### config.mk
export PLATFORM = sky130hd
export DESIGN_NAME = chroma_horizontal_upsampler_core
export DESIGN_NICKNAME = d
export VERILOG_FILES = /design/src/chu_pkg.sv /design/src/chu_regs.sv /design/src/chu_filter.sv /design/src/chu_serializer.sv /design/src/chroma_horizontal_upsampler_core.sv
export SDC_FILE = /design/constraint.sdc
export NUM_CORES = 1
export LEC_CHECK = 0
export BUFFER_PORTS_ARGS = -buffer_cell sky130_fd_sc_hd__buf_2
export CAP_MARGIN = 20
export CORE_ASPECT_RATIO = 0.75
export CORE_MARGIN = 1.5
export CORE_UTILIZATION = 50
export DETAILED_ROUTE_END_ITERATION = 12
export PLACE_DENSITY = 0.73
export SYNTH_ARGS = -nofsm -noshare
export SYNTH_HDL_FRONTEND = slang
export SYNTH_HIERARCHICAL = 1
export SYNTH_SLANG_ARGS = --single-unit
### constraint.sdc
create_clock -name clk -period 9.2 [get_ports clk]
set_input_delay 0 -clock clk [delete_from_list [all_inputs] [get_ports clk]]
set_output_delay 0 -clock clk [all_outputs]
set_load 0.02 [all_outputs]
### src/chu_pkg.sv
// Shared types, constants and filter arithmetic for the chroma horizontal upsampler.
package chu_pkg;

	localparam int SAMPLE_BITS = 8;
	localparam int TDATA_W     = ((SAMPLE_BITS + 7) / 8) * 8;
	localparam int MAX_RES     = 4;
	localparam int CNT_W       = 3;
	localparam int FACTOR_W    = 3;
	localparam int APB_AW      = 3;
	localparam int APB_DW      = 32;

	typedef logic [SAMPLE_BITS-1:0] sample_t;
	typedef logic [CNT_W-1:0] cnt_t;

	typedef struct packed {
		logic [FACTOR_W-1:0] factor;
		logic                fancy;
	} cfg_t;

	typedef struct packed {
		logic [MAX_RES-1:0][SAMPLE_BITS-1:0] smp;
		logic [MAX_RES-1:0]                  row_end;
		cnt_t                                cnt;
	} res_t;

	// (3c + p + 1) >> 2
	function automatic sample_t tri_left(input sample_t c, input sample_t p);
		logic [SAMPLE_BITS+1:0] sum;
		sum = ({2'b00, c} << 1) + {2'b00, c} + {2'b00, p} + (SAMPLE_BITS+2)'(1);
		return sum[SAMPLE_BITS+1:2];
	endfunction

	// (3c + n + 2) >> 2
	function automatic sample_t tri_right(input sample_t c, input sample_t n);
		logic [SAMPLE_BITS+1:0] sum;
		sum = ({2'b00, c} << 1) + {2'b00, c} + {2'b00, n} + (SAMPLE_BITS+2)'(2);
		return sum[SAMPLE_BITS+1:2];
	endfunction

endpackage

### src/chu_regs.sv
// APB configuration registers: horizontal factor and fancy enable.
module chu_regs (
	input  logic                        clk,
	input  logic                        arst_n,
	input  logic                        psel,
	input  logic                        penable,
	input  logic                        pwrite,
	input  logic [chu_pkg::APB_AW-1:0]  paddr,
	input  logic [chu_pkg::APB_DW-1:0]  pwdata,
	output logic [chu_pkg::APB_DW-1:0]  prdata,
	output logic                        pready,
	output chu_pkg::cfg_t               cfg,
	output logic                        cfg_wr
);

	localparam logic REG_FACTOR = 1'b0;
	localparam logic REG_FANCY  = 1'b1;

	logic       reg_idx;
	logic [2:0] factor_q;
	logic       fancy_q;

	// Registers sit at byte offsets 0 and 4; the word index is address bit 2
	assign reg_idx = paddr[2];
	assign pready  = 1'b1;
	assign cfg_wr  = psel && penable && pwrite && pready;

	// Write registers on the access cycle
	always_ff @(posedge clk or negedge arst_n) begin
		if (!arst_n) begin
			factor_q <= 3'd2;
			fancy_q  <= 1'b1;
		end else if (cfg_wr) begin
			case (reg_idx)
				REG_FACTOR: factor_q <= pwdata[2:0];
				REG_FANCY:  fancy_q  <= pwdata[0];
				default:    factor_q <= factor_q;
			endcase
		end
	end

	// Read back
	always_comb begin
		case (reg_idx)
			REG_FACTOR: prdata = {{(chu_pkg::APB_DW-3){1'b0}}, factor_q};
			REG_FANCY:  prdata = {{(chu_pkg::APB_DW-1){1'b0}}, fancy_q};
			default:    prdata = '0;
		endcase
	end

	assign cfg.factor = factor_q;
	assign cfg.fancy  = fancy_q;

endmodule

### src/chu_filter.sv
// Replication / triangle filter with held-sample state; builds up to four results per word.
module chu_filter (
	input  logic             clk,
	input  logic             arst_n,
	input  chu_pkg::cfg_t    cfg,
	input  logic             cfg_wr,
	input  logic             step,
	input  chu_pkg::sample_t in_sample,
	input  logic             row_end,
	output chu_pkg::res_t    res
);

	chu_pkg::sample_t left_q;
	chu_pkg::sample_t held_q;
	logic             held_valid_q;
	logic             held_first_q;

	chu_pkg::cnt_t    f;
	logic             fancy_mode;

	// Clamp the factor to 1..4
	always_comb begin
		if (cfg.factor == 3'd0)
			f = chu_pkg::cnt_t'(1);
		else if (cfg.factor > 3'd4)
			f = chu_pkg::cnt_t'(4);
		else
			f = chu_pkg::cnt_t'(cfg.factor);
	end

	assign fancy_mode = (f == chu_pkg::cnt_t'(2)) && cfg.fancy;

	// Build the result set for the word in the input register
	always_comb begin
		res = '0;
		if (fancy_mode) begin
			if (!held_valid_q) begin
				if (row_end) begin
					res.smp[0]     = in_sample;
					res.smp[1]     = in_sample;
					res.row_end[1] = 1'b1;
					res.cnt        = chu_pkg::cnt_t'(2);
				end
			end else begin
				res.smp[0] = held_first_q ? held_q : chu_pkg::tri_left(held_q, left_q);
				res.smp[1] = chu_pkg::tri_right(held_q, in_sample);
				if (row_end) begin
					res.smp[2]     = chu_pkg::tri_left(in_sample, held_q);
					res.smp[3]     = in_sample;
					res.row_end[3] = 1'b1;
					res.cnt        = chu_pkg::cnt_t'(4);
				end else begin
					res.cnt = chu_pkg::cnt_t'(2);
				end
			end
		end else begin
			for (int i = 0; i < chu_pkg::MAX_RES; i++) begin
				res.smp[i]     = in_sample;
				res.row_end[i] = row_end && (chu_pkg::cnt_t'(i) + chu_pkg::cnt_t'(1) == f);
			end
			res.cnt = f;
		end
	end

	// Advance held-sample state; a config write drops whatever is held
	always_ff @(posedge clk or negedge arst_n) begin
		if (!arst_n) begin
			left_q       <= '0;
			held_q       <= '0;
			held_valid_q <= 1'b0;
			held_first_q <= 1'b1;
		end else if (cfg_wr) begin
			held_valid_q <= 1'b0;
			held_first_q <= 1'b1;
		end else if (step) begin
			if (fancy_mode) begin
				if (!held_valid_q) begin
					held_first_q <= 1'b1;
					if (!row_end) begin
						held_q       <= in_sample;
						held_valid_q <= 1'b1;
					end
				end else if (row_end) begin
					held_valid_q <= 1'b0;
					held_first_q <= 1'b1;
				end else begin
					left_q       <= held_q;
					held_q       <= in_sample;
					held_first_q <= 1'b0;
				end
			end else begin
				held_valid_q <= 1'b0;
				held_first_q <= 1'b1;
			end
		end
	end

	// A sample is held only while the triangle filter is selected
	a_held_only_fancy: assert property (@(posedge clk) disable iff (!arst_n)
		held_valid_q |-> fancy_mode)
		else $error("held sample outside fancy mode");

	// A replicated word leaves nothing held
	a_repl_clears: assert property (@(posedge clk) disable iff (!arst_n)
		step && !fancy_mode |=> !held_valid_q)
		else $error("held sample survives a replicated word");

endmodule

### src/chu_serializer.sv
// Output buffer: takes a result set of up to four words and sends one word per cycle while m_tready is high.
module chu_serializer (
	input  logic                          clk,
	input  logic                          arst_n,
	input  logic                          load,
	input  chu_pkg::res_t                 res,
	output logic                          load_ok,
	output logic                          m_tvalid,
	input  logic                          m_tready,
	output logic [chu_pkg::TDATA_W-1:0]   m_tdata,
	output logic                          m_tlast,
	output logic                          m_tuser
);

	logic [chu_pkg::MAX_RES-1:0][chu_pkg::SAMPLE_BITS-1:0] smp_q;
	logic [chu_pkg::MAX_RES-1:0]                           re_q;
	chu_pkg::cnt_t                                         cnt_q;
	logic                                                  pop;

	assign m_tvalid = (cnt_q != '0);
	assign pop      = m_tvalid && m_tready;
	assign load_ok  = (cnt_q == '0) || ((cnt_q == chu_pkg::cnt_t'(1)) && m_tready);

	// Head of the buffer drives the port
	assign m_tdata = chu_pkg::TDATA_W'(smp_q[0]);
	assign m_tlast = re_q[0];
	assign m_tuser = (cnt_q == chu_pkg::cnt_t'(1));

	// Load a new set, or shift down on each word taken
	always_ff @(posedge clk or negedge arst_n) begin
		if (!arst_n) begin
			cnt_q <= '0;
		end else if (load) begin
			cnt_q <= res.cnt;
		end else if (pop) begin
			cnt_q <= cnt_q - chu_pkg::cnt_t'(1);
		end
	end

	always_ff @(posedge clk) begin
		if (load) begin
			smp_q <= res.smp;
			re_q  <= res.row_end;
		end else if (pop) begin
			for (int i = 0; i < chu_pkg::MAX_RES - 1; i++) begin
				smp_q[i] <= smp_q[i+1];
				re_q[i]  <= re_q[i+1];
			end
		end
	end

	// Never more words than one set can hold
	a_cnt_range: assert property (@(posedge clk) disable iff (!arst_n)
		cnt_q <= chu_pkg::cnt_t'(chu_pkg::MAX_RES))
		else $error("buffer count out of range");

	// A load never overwrites words still waiting
	a_no_overwrite: assert property (@(posedge clk) disable iff (!arst_n)
		load |-> (cnt_q == '0) || (cnt_q == chu_pkg::cnt_t'(1) && pop))
		else $error("result set overwritten");

endmodule

### src/chroma_horizontal_upsampler_core.sv
// Top level of the chroma horizontal upsampler.
//
// Usage: component samples enter on the s_ stream, one per word, with
// s_tlast on the last sample of each row. Each row leaves on the m_ stream
// widened by the horizontal factor (1 to 4). With factor 2 and fancy mode on,
// a triangle filter replaces replication; one sample is then held until its
// right neighbour arrives, so a word gives 0, 2 or 4 output words, the row's
// last word giving four unless it is alone in its row. m_tlast marks the last word of a row, m_tuser the
// last word caused by one input word.
// A word accepted on s_ waits in the input register until it moves on into
// the output buffer, which sends one output word per cycle while m_tready is
// high; an input word moves on in a cycle where the output buffer is empty or
// its final word is being taken.
// Configuration goes through the APB port at offsets 0 (factor) and 4
// (fancy); any write drops a held sample and starts a new row.
// Reset clears the input register, the output buffer and the held sample.
// When the receiver stalls, the buffered words wait and the input register
// fills, after which s_tready drops.
module chroma_horizontal_upsampler_core (
	input  logic                          clk,
	input  logic                          arst_n,
	// s_tdata: in_sample
	input  logic                          s_tvalid,
	output logic                          s_tready,
	input  logic [chu_pkg::TDATA_W-1:0]   s_tdata,
	input  logic                          s_tlast,
	// m_tdata: out_sample
	output logic                          m_tvalid,
	input  logic                          m_tready,
	output logic [chu_pkg::TDATA_W-1:0]   m_tdata,
	output logic                          m_tlast,
	// m_tuser: last_of_run
	output logic                          m_tuser,
	input  logic                          psel,
	input  logic                          penable,
	input  logic                          pwrite,
	input  logic [chu_pkg::APB_AW-1:0]    paddr,
	input  logic [chu_pkg::APB_DW-1:0]    pwdata,
	output logic [chu_pkg::APB_DW-1:0]    prdata,
	output logic                          pready
);

	chu_pkg::cfg_t    cfg;
	logic             cfg_wr;
	chu_pkg::res_t    res;
	logic             load_ok;
	logic             step;
	logic             vld_s1;
	chu_pkg::sample_t smp_s1;
	logic             re_s1;

	chu_regs u_regs (
		.clk     (clk),
		.arst_n  (arst_n),
		.psel    (psel),
		.penable (penable),
		.pwrite  (pwrite),
		.paddr   (paddr),
		.pwdata  (pwdata),
		.prdata  (prdata),
		.pready  (pready),
		.cfg     (cfg),
		.cfg_wr  (cfg_wr)
	);

	// Input register
	assign step     = vld_s1 && load_ok;
	assign s_tready = !vld_s1 || load_ok;

	always_ff @(posedge clk or negedge arst_n) begin
		if (!arst_n) begin
			vld_s1 <= 1'b0;
		end else if (s_tvalid && s_tready) begin
			vld_s1 <= 1'b1;
		end else if (step) begin
			vld_s1 <= 1'b0;
		end
	end

	always_ff @(posedge clk) begin
		if (s_tvalid && s_tready) begin
			smp_s1 <= s_tdata[chu_pkg::SAMPLE_BITS-1:0];
			re_s1  <= s_tlast;
		end
	end

	chu_filter u_filter (
		.clk       (clk),
		.arst_n    (arst_n),
		.cfg       (cfg),
		.cfg_wr    (cfg_wr),
		.step      (step),
		.in_sample (smp_s1),
		.row_end   (re_s1),
		.res       (res)
	);

	chu_serializer u_ser (
		.clk      (clk),
		.arst_n   (arst_n),
		.load     (step),
		.res      (res),
		.load_ok  (load_ok),
		.m_tvalid (m_tvalid),
		.m_tready (m_tready),
		.m_tdata  (m_tdata),
		.m_tlast  (m_tlast),
		.m_tuser  (m_tuser)
	);

	// A word that yields results shows one on the next cycle
	a_result_follows: assert property (@(posedge clk) disable iff (!arst_n)
		step && (res.cnt != '0) |=> m_tvalid)
		else $error("result set lost");

endmodule

### Word-level counts from Yosys, hierarchy flattened

Index checks and enable logic that the tools add are counted.

| word-level totals | value |
|---|---|
| output and inout bits | 45 |
| word-level logic and storage cells | 94 |
| register bits | 71 |

| cells by class | value |
|---|---|
| bitwise gates (word level) | 3 |
| eq/ne operators | 6 |
| reduce and logical (&&, ||, !) cells | 24 |
| multiplexer cells | 35 |
| $add $sub $neg | 9 |
| $lt $le $gt $ge | 1 |

Operator list:

| operator | number |
|---|---|
| $mux W16 | 4 |
| $pmux W32 S2 | 1 |
| $mux W24 | 2 |
| $mux W33 | 1 |
| $add A10 B8 Y10 | 3 |
| $mux W3 | 9 |
| $add A10 B1 Y10 const B | 2 |
| $add A9 B8 Y10 | 2 |
| $mux W1 | 16 |
| $logic_and A1 B1 Y1 | 11 |
| $add A10 B2 Y10 const B | 1 |
| $mux W8 | 1 |
| $eq A2 B3 Y1 const A | 2 |
| $logic_not A3 Y1 | 2 |
| $reduce_bool A2 Y1 | 3 |
| $reduce_and A5 Y1 | 1 |
| $reduce_and A2 Y1 | 2 |
| $reduce_and A4 Y1 | 1 |
| $eq A1 B3 Y1 const A | 1 |
| $eq A3 B1 Y1 const B | 1 |
| $eq A3 B2 Y1 const B | 1 |
| $eq A3 B3 Y1 const A | 1 |
| $gt A3 B3 Y1 const B | 1 |
| $not A1 Y1 | 3 |
| other kinds (5) | 6 |

### Depth between registers and ports, before layout

Gate-level depths: netlist (run 1).

| logic depth | value |
|---|---|
| depth after elaboration | 8 |
| gate-level depth with buffers | 18 |
| gate-level depth less buffers | 18 |

### Hierarchy

The synthesis (run 1) kept the hierarchy.

By module, submodules not included:

| module | area an instance (µm²) | times used | seq. area each (µm²) | cells an instance |
|---|---|---|---|---|
| chu_filter | 2612.5 | 1 | 451.7 | 301 |
| chu_serializer | 1815.5 | 1 | 1156.1 | 101 |
| chu_regs | 464.2 | 1 | 102.6 | 47 |
| chroma_horizontal_upsampler_core | 330.3 | 1 | 295.3 | 14 |

### Worst setup path before layout (run 1)

No wires, ideal clock.

| timing path | value |
|---|---|
| path kind | register to register |
| from | reg u_filter.held_q[1] |
| to | reg u_ser/smp_q[15] in the netlist's numbering, data pin |
| required time | 8.940 ns |
| arrival time | 3.211 ns |
| period minus slack after synthesis | 3.472 ns |
| cell stages (with the launch flop) | 19 |
| slack | 5.728 ns |
| buffers on the path | 0 |
| cell sequence | dfrtp_1 -> ha_1 -> inv_1 -> fa_1 -> nor2b_1 -> o21ai_0 -> a21boi_0 -> o21ai_0 -> nand2_1 -> xnor2_1 -> ha_1 -> ha_1 -> o21a_1 -> o21ai_0 -> a21oi_1 -> nor2_1 -> xnor2_1 -> o21ai_0 -> mux2_4 |

RTL lines:

| item | RTL line | RTL |
|---|---|---|
| start: declaration | chu_filter.sv:14 | `chu_pkg::sample_t held_q;` |
| start signal: assignment | chu_filter.sv:80 | `held_q <= in_sample;` |
| start signal: assignment | chu_filter.sv:88 | `held_q <= in_sample;` |
| end signal: assignment | chu_serializer.sv:42 | `smp_q <= res.smp;` |
| end signal: indexed assignment | chu_serializer.sv:46 | `smp_q[i] <= smp_q[i+1];` |
| end: declaration | chu_serializer.sv:15 | `logic [chu_pkg::MAX_RES-1:0][chu_pkg::SAMPLE_BITS-1:0] smp_q;` |

==> reports/results.ini, run 1 <==
[critical_path]
crit_family = adder cells
cp_max_fo = 10
reg2reg_depth = 17
endpoint = u_ser/smp_q[15]
cp.depth = 17
r2r-end = u_ser/smp_q[15]
slowest_stage = dfrtp_1
required_ns = 9.29
endpoint_kind = flip-flop
r2r-start = u_filter/held_q[0]
start_kind = flip-flop
worst-path-buf-inv = 1
path_cells = ha_1 -> inv_1 -> fa_1 -> nor2b_1 -> o21ai_0 -> a21boi_0 -> o21ai_0 -> nand2_1 -> xnor2_1 -> ha_1 -> ha_1 -> nor3_1 -> a21oi_1 -> nor2_1 -> xnor2_1 -> o21ai_0 -> mux2_4
crit_type = flip-flop to flip-flop
rrSetupSlack_ns = 5.08
arrival_ns = 4.21
max_stage_delay_ns = 0.52
cp-startpoint = u_filter/held_q[0]

[timing]
setup_violations = 0
slew_headroom = 0.535
worst_slew_pin_slew_ns = 0.698
skew_ns = 0.00735
tns_ns = 0
fmax_mhz = 242
rsz0062_at_grt = false
finalCritPeriodShare = 0.448
post-route-min-period_ns = 4.12
slew_viol_final = 0
hold_viol_final = 0

[power_and_ir_drop]
powerDensity_nw_per_um2 = 365
ir_drop_v = 0.000309
clkPwrFrac = 0.179
p_comb_frac = 0.531
seqPwrFrac = 0.290
sw_frac_of_total = 0.394
p_int_uw = 1280
total_leakage_power_uw = 0.00257
p_sw_uw = 829

[placed_design]
dp_hpwl_um = 7990
port_buffers = 34
gp_congestion = 0.850
place_inst = 615

[yosys]
synth_top_cell_area_share = 0.259
yosysWarnings = 6
synth-main-ff-cell = edfxtp_1
synth_edf_count = 45
yosysUniqueCellTypes = 65
synth.yosys.seq_area_share = 0.384
synth_area_leaders = edfxtp_1 (26%), dfrtp_1 (11%), ha_1 (10%), mux2_4 (8.0%), buf_4 (5.7%)
ys_seq_elements = 71
yosys.area.top_type = edfxtp_1
avgSynthCellArea_um2 = 11.3
async_flop_share = 0.366
synthesis.area_um2 = 5220
synth_cells = 463

[drt]
wl_per_cell_um = 17.0
drt_wl_total_um = 11000
drt-initial-drc-count = 259
viasPerCell = 5.47
route.detailed.drc = 0
ant_nets = 0
vias = 3530
firstDrtPassIters = 5

[min_path]
min_path_type = input pin to flip-flop
min-delay-start = m_tready

[final_layout]
drive_gt1_frac = 0.226
ff_latch_area_um2 = 2010
instances_no_fill = 645
antenna_cells = 0
syn_to_final_growth_pct = 10.7
multiInputGateArea_um2 = 2870
num-nets-final = 607
fillers = 844

[floorplanning]
die_x_um = 121
die_area_um2 = 11100
rows = 32
io_pins = 96
core_area_um2 = 10200
start_util = 0.512
die-height_um = 91.5

[run]
max_cap_viol_count = 0

[clocking]
cts_buffer_depth = 2
clk_pin_slew_ns = 0.06
cts-root-buf = clkbuf_16
clock-sinks = 71
clkLatencyLatePin_ns = 0.34
postCtsSetupBuffers = 0
cts_tree = built
htreeDepth = 3
ctsResizeCount = 0
cts_buffers = 9

[grt]
antenna_found_initial = 0
grt_pass1_wl_um = 17300
grt_max_degree = 50
grt_pass1_vias = 3405
grt_usage = 0.207
grt_overflow = 0

[status]
status = finished clean

## synthesized netlist by cell type (all sizes together) (2+ instances only)
library cell / n
buf: 46
or3: 3
nand3: 7
xor2: 7
dfrtp: 23
inv: 20
a211oi: 2
a32o: 2
ha: 42
nor4b: 2
nor3b: 2
nor3: 6
fa: 10
and2: 10
and2b: 2
nand2: 33
xnor2: 14
a221o: 2
edfxtp: 45
o21a: 5
o22ai: 3
conb: 2
nand2b: 8
o21ai: 33
dfstp: 3
mux2: 44
a31oi: 2
mux2i: 2
clkbuf: 3
o31ai: 4
a21o: 5
a22oi: 2
nor2b: 6
o211ai: 4
a22o: 6
nor2: 15
a41oi: 2
a21oi: 22
## layer usage
layer  track usage  routed length (um)  vias up  part of all wire
met5             0                   0        -                 0
met2         0.322                5000      106              0.46
met4        0.0539                 156        0             0.014
met3        0.0490                 740       15             0.068
met1         0.292                5060     1715              0.46
li1              -                   -     1694                 -
## sequential cells by signal (all words and copies together), names as in the netlist
name / cells
re_s1: 1
smp_s1: 8
u_filter/held_first_q: 1
u_filter/held_q: 8
u_filter/held_valid_q: 1
u_filter/left_q: 8
u_regs/factor_q: 3
u_regs/fancy_q: 1
u_ser/cnt_q: 3
u_ser/m_tdata: 8
u_ser/re_q: 4
u_ser/smp_q: 24
vld_s1: 1
## repair_timing
action,in CTS,in global routing
hold buffers,14,0
setup endpoints to repair,0,0
endpoints found under the hold margin,37,0
## worst reg2reg max path, stage by stage (launching register included)
cell and delay [ns]:
dfrtp_1 0.52, ha_1 0.27, inv_1 0.07, fa_1 0.41
nor2b_1 0.13, o21ai_0 0.11, a21boi_0 0.35, o21ai_0 0.14
nand2_1 0.10, xnor2_1 0.18, ha_1 0.29, ha_1 0.23
nor3_1 0.30, a21oi_1 0.11, nor2_1 0.15, xnor2_1 0.13
o21ai_0 0.10, mux2_4 0.27
## cell type report
| class | count | share of cell area |
|---|---|---|
| multi-input cells | 350 | 0.497 |
| clock buffers | 10 | 0.0396 |
| well taps | 136 | 0.0294 |
| repair buffers | 51 | 0.0576 |
| flip-flops and latches | 71 | 0.347 |
| clock inverters | 6 | 0.0160 |
| inverters | 21 | 0.0139 |
## cell usage in the layout (no fill, tap or decap), types with 10 or more instances in the layout
master          n
a21oi_1        22
buf_2          34
conb_1         30
dfrtp_1        23
dlygate4sd3_1  14
edfxtp_1       45
fa_1           10
ha_1           42
inv_1          20
mux2_2         16
mux2_4         28
nand2_1        32
nor2_1         14
o21ai_0        31
xnor2_1        14
## metrics by stage
step | instance area, um2 | util | setup slack (ns) | hold WS (ns) | total power [uW]
after floorplan | 5330 | - | 5.73 | -0.296 | 1520
after global routing | 5780 | 0.566 | 4.76 | 0.0442 | 2250
after CTS | 5780 | 0.566 | 5.10 | 0.0198 | 2110
after global placement | 5320 | 0.521 | 5.23 | 0.0578 | 1670
after detailed placement | 5320 | 0.521 | 5.10 | 0.0678 | 1710
final | 5780 | 0.566 | 5.08 | 0.0393 | 2110
## logic make-up (layout without fill, tap and decap cells)
logic type	after synthesis	in the layout	share of synthesized area
simple gates	101	101	0.107
compound gates	100	100	0.128
mux	46	46	0.119
other cells	2	30	0.00144
fa+ha+maj	52	52	0.139
xor+xnor	21	21	0.0352
buf+inv	70	88	0.0867
flops	71	71	0.384
## how the worst min path moves through the flow
stage | to | slack, ns | cells past startpoint
detailed placement | u_filter/left_q[4] | 0.07 | 1
global placement | u_filter/left_q[4] | 0.06 | 1
global route | u_ser/cnt_q[1] | 0.04 | 3
CTS | u_ser/cnt_q[1] | 0.02 | 3
floorplan | u_filter/held_q[0] | -0.30 | 0
finish | u_ser/cnt_q[1] | 0.04 | 3
## power by group through the flow
stage / clock network, uW / registers [uW] / logic, uW
6_report: 377 / 611 / 1120
5_1_grt: 394 / 623 / 1230
4_1_cts: 383 / 609 / 1110
3_5_place_dp: 0 / 614 / 1100
3_3_place_gp: 0 / 609 / 1060
2_1_floorplan: 0 / 580 / 941
Power figures use the tool's default switching activity.
==> inputs of run 2 (changes only) <==
- PLACE_DENSITY: 0.73 -> 0.76
- clock period: 9.2 -> 3.6 ns (I/O delays scaled with it)
==> reports/results.ini, run 2 (synthesis results as in run 1) <==
[clocking]
cts_tree = built  ; unchanged
cts_buffer_depth = 2  ; unchanged
clk_pin_slew_ns = 0.06  ; about the same
cts_buffers = 9  ; unchanged
clkLatencyLatePin_ns = 0.33  ; was 0.34 ns
cts-root-buf = clkbuf_16  ; unchanged
clock-sinks = 71  ; unchanged
htreeDepth = 3  ; unchanged

[critical_path]
cp_max_fo = 4  ; was 10
slowest_stage = dfrtp_1  ; unchanged
endpoint_kind = flip-flop  ; unchanged
path_cells = ha_2 -> inv_1 -> fa_2 -> nor2b_1 -> o21ai_1 -> a21boi_2 -> buf_4 -> a21oi_1 -> ha_1 -> ha_4 -> o21a_1 -> o31ai_2 -> buf_4 -> buf_4 -> a32o_1 -> mux2_4  ; was ha_1 -> inv_1 -> fa_1 -> nor2b_1 -> o21ai_0 -> a21boi_0 -> o21ai_0 -> nand2_1 -> xnor2_1 -> ha_1 -> ha_1 -> nor3_1 -> a21oi_1 -> nor2_1 -> xnor2_1 -> o21ai_0 -> mux2_4
crit_type = flip-flop to flip-flop  ; unchanged
crit_top_cell = buf_4
max_stage_delay_ns = 0.41  ; was 0.52 ns
r2r-start = u_filter/held_q[1]  ; was u_filter/held_q[0]
start_kind = flip-flop  ; unchanged
crit_family = adder cells  ; unchanged
r2r-end = u_ser/smp_q[11]  ; was u_ser/smp_q[15]
reg2reg_depth = 16  ; was 17
arrival_ns = 3.53  ; was 4.21 ns
worst-path-buf-inv = 4  ; was 1
rrSetupSlack_ns = 0.16  ; was 5.08 ns
required_ns = 3.68  ; was 9.29 ns

[timing]
tns_ns = 0  ; unchanged
setup_violations = 0  ; unchanged
fin_ws_ns = 0.156  ; was 5.08 ns
finalCritPeriodShare = 0.957  ; was 0.448
fin_hold_ws_ns = 0.0691  ; was 0.0393 ns
rsz0062_at_grt = true  ; was false
slew_viol_final = 0  ; unchanged
worst_slew_pin_slew_ns = 0.700  ; was 0.698 ns
fmax_mhz = 290  ; was 242 MHz
hold_viol_final = 0  ; unchanged
skew_ns = 0.00384  ; was 0.00735 ns
slew_headroom = 0.533  ; was 0.535
post-route-min-period_ns = 3.44  ; was 4.12 ns

[min_path]
hold_depth = 3  ; unchanged
min_path_type = input pin to flip-flop  ; unchanged
min-delay-start = m_tready  ; unchanged
min_to = u_ser/cnt_q[1]  ; unchanged

[drt]
vias = 3783  ; was 3,530
route.detailed.drc = 0  ; unchanged
drt-initial-drc-count = 351  ; was 259
drt_wl_total_um = 11900  ; was 11,000 um
ant_nets = 0  ; unchanged
viasPerCell = 5.61  ; was 5.47
wl_per_cell_um = 17.6  ; was 17.0 um
firstDrtPassIters = 5  ; unchanged

[final_layout]
antenna_cells = 0  ; unchanged
final_common_cell = edfxtp_1  ; unchanged
fillers = 827  ; was 844
drive_gt1_frac = 0.294  ; was 0.226
syn_to_final_growth_pct = 16.2  ; was 10.7%
mostFrequentLayoutCells = edfxtp_1 (45), ha_1 (40), buf_2 (34)  ; was edfxtp_1 (45), ha_1 (42), buf_2 (34)
fin_util = 0.595  ; was 0.566
top_register = u_ser/smp_q  ; unchanged
largest_register_ff_count = 24  ; unchanged
num-nets-final = 636  ; was 607

[power_and_ir_drop]
powerDensity_nw_per_um2 = 946  ; was 365 nW/um2
ir_drop_v = 0.000471  ; was 0.000309 V
total_leakage_power_uw = 0.00273  ; was 0.00257 uW

[floorplanning]
die_area_um2 = 11100  ; unchanged
start_util = 0.512  ; unchanged
core_area_um2 = 10200  ; unchanged
rows = 32  ; unchanged
die-height_um = 91.5  ; unchanged
io_pins = 96  ; unchanged
die_x_um = 121  ; unchanged

[status]
status = finished clean  ; unchanged

[placed_design]
port_buffers = 34  ; unchanged
pre_cts_slack_ns = -0.0653  ; was 5.10 ns
dp_hpwl_um = 8720  ; was 7990 um
gp_congestion = 0.927  ; was 0.850

[run]
max_cap_viol_count = 0  ; unchanged

[grt]
grt_overflow = 0  ; unchanged
grt_pass1_wl_um = 19100  ; was 17,300 um
grt_usage = 0.227  ; was 0.207
grt_pass1_vias = 3754  ; was 3,405
grt_max_degree = 28  ; was 50
antenna_found_initial = 0  ; unchanged

## run 2: cell count changes in the layout (fill, tap and decap cells not counted), moves of 2 or more
cell and delta:
ha_1 -2, o31ai_2 +2, o21ai_0 -7, o31ai_1 -2, inv_6 -2, xnor2_2 +2, buf_4 +29, xnor2_1 -2
o21ai_1 +6
## run 2: how the worst max path moves through the flow
| stage | from | endpoint | slack, ns | cells after the start |
|---|---|---|---|---|
| after CTS | u_filter/held_q[1] | u_ser/smp_q[15] | 0.03 | 15 |
| after global routing | u_filter/held_q[1] | u_ser/smp_q[11] | -0.01 | 16 |
| after floorplan | u_filter/held_q[1] | u_ser/smp_q[15] | 0.13 | 18 |
| final | u_filter/held_q[1] | u_ser/smp_q[11] | 0.16 | 16 |
| after detailed placement | u_filter/held_q[1] | u_ser/m_tdata[6] | -0.07 | 13 |
| after global placement | u_filter/held_q[1] | u_ser/smp_q[13] | 0.04 | 17 |
## run 2: final cells by class
cell class                 count  area [um2]  area share
clock buffer                  10         239      0.0394
clock inverter                 6        83.8      0.0138
inverter                      21        80.1      0.0132
multi-input combinational    350        2940       0.484
sequential                    71        2010       0.331
tap                          136         170      0.0280
timing repair buffer          80         551      0.0907
## run 2: worst reg2reg max path, stage by stage, from the launching register on
cell and delay [ns]:
dfrtp_1 0.41, ha_2 0.20, inv_1 0.07, fa_2 0.21, nor2b_1 0.05, o21ai_1 0.19
a21boi_2 0.09, buf_4 0.14, a21oi_1 0.23, ha_1 0.32, ha_4 0.29, o21a_1 0.12
o31ai_2 0.09, buf_4 0.15, buf_4 0.12, a32o_1 0.26, mux2_4 0.26
## run 2: repair_timing
| action | CTS | global route |
|---|---|---|
| resized for setup | 3 | 19 |
| pin swaps | 0 | 10 |
| buffers inserted | 0 | 2 |
| endpoints found under the hold margin | 37 | 0 |
| endpoints found under the setup margin | 3 | 10 |
| hold buffers | 14 | 0 |
## run 2: layer usage
metal	share of wire	global-route usage
met5	0	0
met4	0.017	0.0716
met3	0.076	0.0459
met2	0.45	0.338
met1	0.46	0.331
## run 2: per-stage QoR
stage	power [uW]	std cells	cell area [um2]
global route	6110	674	6070
global placement	4480	642	5520
floorplan	3890	491	5330
CTS	5620	672	6000
detailed placement	4610	642	5520
finish	5740	674	6070
## run 2: report_power, final
group	switching (uW)	internal (uW)	leakage (uW)	total, uW
logic	1700	1570	0.00180	3270
clock network	329	621	0.000152	950
registers	202	1320	0.000772	1520
total	2230	3510	0.00273	5740
